<file path="config.mk">
export PLATFORM = sky130hd
export DESIGN_NAME = ltd_token_check
export DESIGN_NICKNAME = d
export VERILOG_FILES = /design/src/hdl/ltd_pkg.sv /design/src/hdl/ltd_token_check.sv
export SDC_FILE = /design/constraint.sdc
export NUM_CORES = 1
export LEC_CHECK = 0
export BUFFER_PORTS_ARGS = -buffer_cell sky130_fd_sc_hd__buf_4
export CELL_PAD_IN_SITES_DETAIL_PLACEMENT = 0
export CELL_PAD_IN_SITES_GLOBAL_PLACEMENT = 1
export CORE_MARGIN = 10
export CORE_UTILIZATION = 27
export DETAILED_ROUTE_END_ITERATION = 8
export GPL_ROUTABILITY_DRIVEN = 1
export PLACE_DENSITY_LB_ADDON = 0.1
export SYNTH_ARGS = -nofsm -noshare
export SYNTH_HDL_FRONTEND = slang
export SYNTH_SLANG_ARGS = --single-unit
</file>
<file path="constraint.sdc">
create_clock -name vclk -period 2.5
set_clock_uncertainty 0.05 [all_clocks]
set_input_delay 0.5 -clock vclk [all_inputs]
set_output_delay 0.5 -clock vclk [all_outputs]
set_load 0.02 [all_outputs]
</file>
<file path="src/hdl/ltd_pkg.sv">
// Shared widths and types for the LZ77 token decoder.
// Used by ltd_hist_ram, ltd_token_check and lz77_token_decoder; depends on nothing.
package ltd_pkg;

   // Fixed field widths of the token and output byte.
   localparam int BYTE_W = 8;
   localparam int LEN_W  = 6;
   localparam int DIST_W = 13;

   // Verdict on an incoming match token.
   typedef struct packed {
      logic             drop;
      logic [LEN_W-1:0] len;
   } tok_chk_type;

endpackage

</file>
<file path="src/hdl/ltd_token_check.sv">
// Validity check and length clamp for a match token of the LZ77 token decoder.
// Depends on ltd_pkg for field widths and the verdict struct.
module ltd_token_check
   import ltd_pkg::*;
#(
   parameter int MAX_LEN = 32,
   parameter int CNT_W   = 13
) (
   input  logic [LEN_W-1:0]  match_length,
   input  logic [DIST_W-1:0] match_distance,
   input  logic [CNT_W-1:0]  bytes_written,
   output tok_chk_type       verdict
);

   localparam int CMP_W = (DIST_W > CNT_W) ? DIST_W : CNT_W;

   logic too_far;
   logic too_long;

   // A distance past the written history cannot be served.
   assign too_far  = CMP_W'(match_distance) > CMP_W'(bytes_written);
   assign too_long = (LEN_W+1)'(match_length) > (LEN_W+1)'(MAX_LEN);

   // Drop zero distance, zero length and out-of-history tokens; clamp the length.
   always_comb begin
      verdict.drop = (match_distance == '0) || (match_length == '0) || too_far;
      verdict.len  = too_long ? LEN_W'(MAX_LEN) : match_length;
   end

endmodule

</file>
# Word-level counts from Yosys, hierarchy flattened
# Index checks and enable logic that the tools add are counted.
# totals
regBits,0
wordCells,7
input_bits,32
out_inout_bits,7
# op_classes
mux,1
reduce_logical,4
order_cmp,2
# op_table
cell,count
13-bit > comparator,1
13-bit zero test,1
"6-bit > comparator, second input constant",1
6-bit zero test,1
6-bit two-way mux,1
1-bit logical OR,2

# Logic depth before layout (Yosys ltp)
# Gate-level depths: netlist (run 1).
# logic_depth
ltp_word,3
mapped_depth,6
mapped_depth_nobuf,6

# Worst setup path before layout (run 1)
# No wires, ideal clock.
# synth_path
path_type,input to output
startpoint,input port bytes_written[4]
endpoint,output port verdict[6] in the netlist's numbering
stages,6
n_path_buf,0
arrival_time_ps,1523
slack_ps,427
path_cell_list,inv_1 -> ha_1 -> nand4_1 -> o221ai_1 -> a221oi_1 -> o21ai_1
# synth_rtl
item,line_no,rtl
start: declaration,ltd_token_check.sv:11,"input logic [CNT_W-1:0] bytes_written,"
end: declaration,ltd_token_check.sv:12,output tok_chk_type verdict

==> impl_metrics.ini, run 1 <==
[run_status]
outcome = complete, no violations

[synthesis]
synth_most_common_cell = inv_1
syn_inst = 61
yosysUniqueCellTypes = 19
ys_seq_area_share_pct = 0
syn_area_per_cell_sq_um = 7.097
synth_area_leader_cell = ha_1
synthTopCellsByCount = 14 x inv_1, 13 x ha_1, 6 x a21oi_1, 5 x nor2b_1, 4 x nand2_1
yosys_warnings = 0
ys_top_cells_by_area = ha_1 38%, inv_1 12%, nor2b_1 7.2%
syn_area_sq_um = 432.9
syn_nets = 106
synth_top_area_share_pct = 37.57

[power]
powerDensity_mw_per_mm2 = 160.3
ir_worst_vdd_uv = 61.64
p_leak_nw = 0.4148

[sta]
setup-violations-final = 0
min_period_ps = 2281
slew_violations = 0
max_freq_mhz = 438.4
min_period_over_period_pct = 91.25
worstMarginPinSlew_ps = 229.0
relSlewSlack_pct = 84.60
finalHoldViolations = 0
setup_tns_ps = 0
rsz0062_at_grt = false

[clock_tree]
cts_hold_buf = 0
cts-resized-gates = 0
post_cts_buffers = 0

[setup_path]
crit_required_ps = 1950
worstPathArrival_ps = 1730
cp_cell_sequence = buf_4, ha_1, a21oi_1, o221ai_1, a221oi_1, o21ai_1, buf_4
endpoint_kind = primary output
crit_slowest_cell = ha_1
cp_common_cell = buf_4
criticalPathCategory = primary input to primary output
path_buf_inv = 2
path_max_fanout = 3
critPathLaunchType = primary input
critPathMaxStageDelay_ps = 310
critical_path.top_delay_family = compound AO/OA/AOI/OAI gates

[routing]
vias = 533
first_pass_iters = 2
drc = 0
avgViaCountPerCell = 4.635
dr.first_iter.drc_count = 8
wl_microns = 1387
ant_nets = 0
wire_per_inst_microns = 12.06

[floorplanning]
die_w_microns = 60.04
rows = 14
die_y_microns = 60.04
core_area_sq_mm = 0.001506
initial_core_util_pct = 28.74
fp.dieArea_sq_mm = 0.003605
io_pins = 39

[flow_run]
max_cap_violations = 0

[global_routing]
track_usage_pct = 7.287
grt_max_degree = 8
grt_antenna_before_repair = 0
grt_pass1_wl_microns = 2277
grt_pass1_vias = 535
overflow = 0

[hold_path]
holdCritPathClass = primary input to primary output

[layout]
n_clock_buffer = 0
nFlopsAndLatches = 0
fin_util_pct = 49.25
antenna_cells = 0
design_area_sq_um = 742.0
regArea_sq_um = 0
area_growth_pct = 71.39
drive_gt1_share_pct = 43.43
fin_nets = 146
nFillCells = 179

[place]
portBuffers = 39
dp_hpwl_microns = 1343
place_congestion = 0.7582
place_area_sq_um = 742.0
path summary, 6_finish.rpt:
path | to | cells past startpoint | startpoint
setup / recovery | verdict[6] | 7 | match_distance[4]
hold / removal | verdict[5] | 2 | match_length[5]
layer usage:
| metal | routed length (microns) | track usage, % |
|---|---|---|
| met1 | 586 | 8.855 |
| met2 | 594 | 12.06 |
| met3 | 207 | 3.390 |
| met4 | 0 | 0 |
| met5 | 0 | 0 |
layout by cell type (no fill, tap or decap):
| cell type | synthesis | final |
|---|---|---|
| a21oi_1 | 6 | 6 |
| a221oi_1 | 1 | 1 |
| a31oi_1 | 1 | 1 |
| buf_4 | 0 | 39 |
| ha_1 | 13 | 13 |
| inv_1 | 14 | 14 |
| nand2_1 | 4 | 4 |
| nand4_1 | 3 | 3 |
| nor2_1 | 3 | 3 |
| nor2b_1 | 5 | 5 |
| nor3_2 | 1 | 1 |
| nor4_1 | 1 | 1 |
| nor4_2 | 1 | 1 |
| nor4_4 | 1 | 1 |
| o21ai_0 | 2 | 2 |
| o21ai_1 | 1 | 1 |
| o221ai_1 | 1 | 1 |
| or4_1 | 1 | 1 |
| or4_4 | 1 | 1 |
layout make-up:
| class | instances | area, sq um | share of cell area [%] |
|---|---|---|---|
| Inverter | 14 | 52.55 | 7.083 |
| Tap cell | 16 | 20.02 | 2.698 |
| Multi-Input combinational cell | 46 | 376.6 | 50.76 |
| Timing Repair Buffer | 39 | 292.8 | 39.46 |
per-stage QoR:
stage / cells / power (W) / hold WS [ps] / setup slack (ps)
finish: 115 / 0.0001190 / 1207 / 218.8
global route: 115 / 0.0001358 / 1224 / 83.08
CTS: 115 / 0.0001211 / 1210 / 205.5
detailed placement: 115 / 0.0001205 / 1210 / 215.2
global placement: 115 / 0.0001201 / 1207 / 199.6
floorplan: 61 / 0.00005472 / 1028 / 427.3
power by group:
part	switching, W	total, W	internal (W)
combinational	0.0000532	0.000119	0.0000657
clock	0	0	0
sequential	0	0	0
total	0.0000532	0.000119	0.0000657
kinds of logic after synthesis:
group	Yosys count	synth area share (%)
adders and majority gates	13	37.57
and+or+nand+nor	21	33.53
AOI/OAI and AO/OA	12	15.90
buffers and inverters	15	13.00
Note: power is estimated with default switching activity, not from simulation.
==> run 2, diff against run 1 <==
Settings changed: REMOVE_ABC_BUFFERS set to 1.
==> impl_metrics.ini, run 2 (synthesized netlist as in run 1, its figures left out) <==
[run_status]
outcome = complete, no violations

[layout]
area_growth_pct = 71.39
regArea_sq_um = 0
most-common-layout-cells = 39 x buf_4, 14 x inv_1, 13 x ha_1, 6 x a21oi_1, 5 x nor2b_1
nFlopsAndLatches = 0
mostFrequentLayoutCell = buf_4
drive_gt1_share_pct = 43.43
fin_nets = 146
antenna_cells = 0
n_clock_buffer = 0

[global_routing]
gr-usage-met2_pct = 12.50
top_usage_layer = met2
grt_pass1_vias = 552
track_usage_pct = 7.287
use_met1_pct = 8.619
grt_pass1_wl_microns = 2249
use_met3_pct = 3.178
overflow = 0
grt_max_degree = 8
grt_antenna_before_repair = 0

[routing]
ant_nets = 0
first_pass_iters = 4
dr.first_iter.drc_count = 2
drc = 0
wire_per_inst_microns = 12.07
avgViaCountPerCell = 4.713
vias = 542
wl_microns = 1388

[sta]
setup-violations-final = 0
max_freq_mhz = 437.0
min_period_ps = 2288
rsz0062_at_grt = false
worstMarginPinSlew_ps = 228.8
min_period_over_period_pct = 91.52
relSlewSlack_pct = 84.61
slew_violations = 0
setup_tns_ps = 0
setup_ws_ps = 211.9
finalHoldViolations = 0

[place]
portBuffers = 39
dp_slack_ps = 216.7
dp_hpwl_microns = 1330
place_congestion = 0.7387

[floorplanning]
io_pins = 39
die_y_microns = 60.04
rows = 14
initial_core_util_pct = 28.74
core_area_sq_mm = 0.001506
die_w_microns = 60.04
fp.dieArea_sq_mm = 0.003605

[hold_path]
holdCritPathClass = primary input to primary output

[setup_path]
critPathLaunchType = primary input
critPathMaxStageDelay_ps = 320
crit_slowest_cell = ha_1
worstPathArrival_ps = 1740
cp_cell_sequence = buf_4, ha_1, a21oi_1, o221ai_1, a221oi_1, o21ai_1, buf_4
criticalPathCategory = primary input to primary output
path_max_fanout = 3
endpoint_kind = primary output
crit_required_ps = 1950
cp_common_cell = buf_4

[power]
p_leak_nw = 0.4148
ir_worst_vdd_uv = 63.37
powerDensity_mw_per_mm2 = 160.7

[flow_run]
max_cap_violations = 0

[clock_tree]
post_cts_buffers = 0
cts_hold_buf = 0
cts-resized-gates = 0
==> run 2: per-stage QoR <==
step                hold WS [ps]  util (%)  instance area, sq um  cells  total power (W)
floorplan                  950.0         -                 429.2     60       0.00005309
global placement            1207     49.25                 742.0    115        0.0001201
detailed placement          1208     49.25                 742.0    115        0.0001206
CTS                         1209     49.25                 742.0    115        0.0001211
global route                1216     49.25                 742.0    115        0.0001349
finish                      1206     49.25                 742.0    115        0.0001193
==> run 2: layer usage <==
| layer | wire [microns] | vias up |
|---|---|---|
| li1 | - | 292 |
| met1 | 593 | 227 |
| met2 | 595 | 23 |
| met3 | 199 | 0 |
| met4 | 0 | 0 |
| met5 | 0 | - |
==> run 2: area by class of cell <==
type	instances	area, sq um
Fill cell	178	764.5
Multi-Input combinational cell	46	376.6
Timing Repair Buffer	39	292.8
Inverter	14	52.55
Tap cell	16	20.02
==> run 2: critical path, delay by kind of cell <==
family                   cells  cell delay (ps)
adder cells (fa/ha/maj)      1              320
buffers and inverters        2              280
AO/OA/AOI/OAI                4              630
==> run 2: path summary, 6_finish.rpt <==
path | depth (start not counted) | end | start | slack (ps)
worst max-delay path | 7 | verdict[6] | match_distance[4] | 210
worst min-delay path | 2 | verdict[5] | match_length[5] | 1210
==> run 2: power breakdown <==
part	switching, W	internal [W]
logic	0.0000535	0.0000658
clock network	0	0
registers	0	0
total	0.0000535	0.0000658
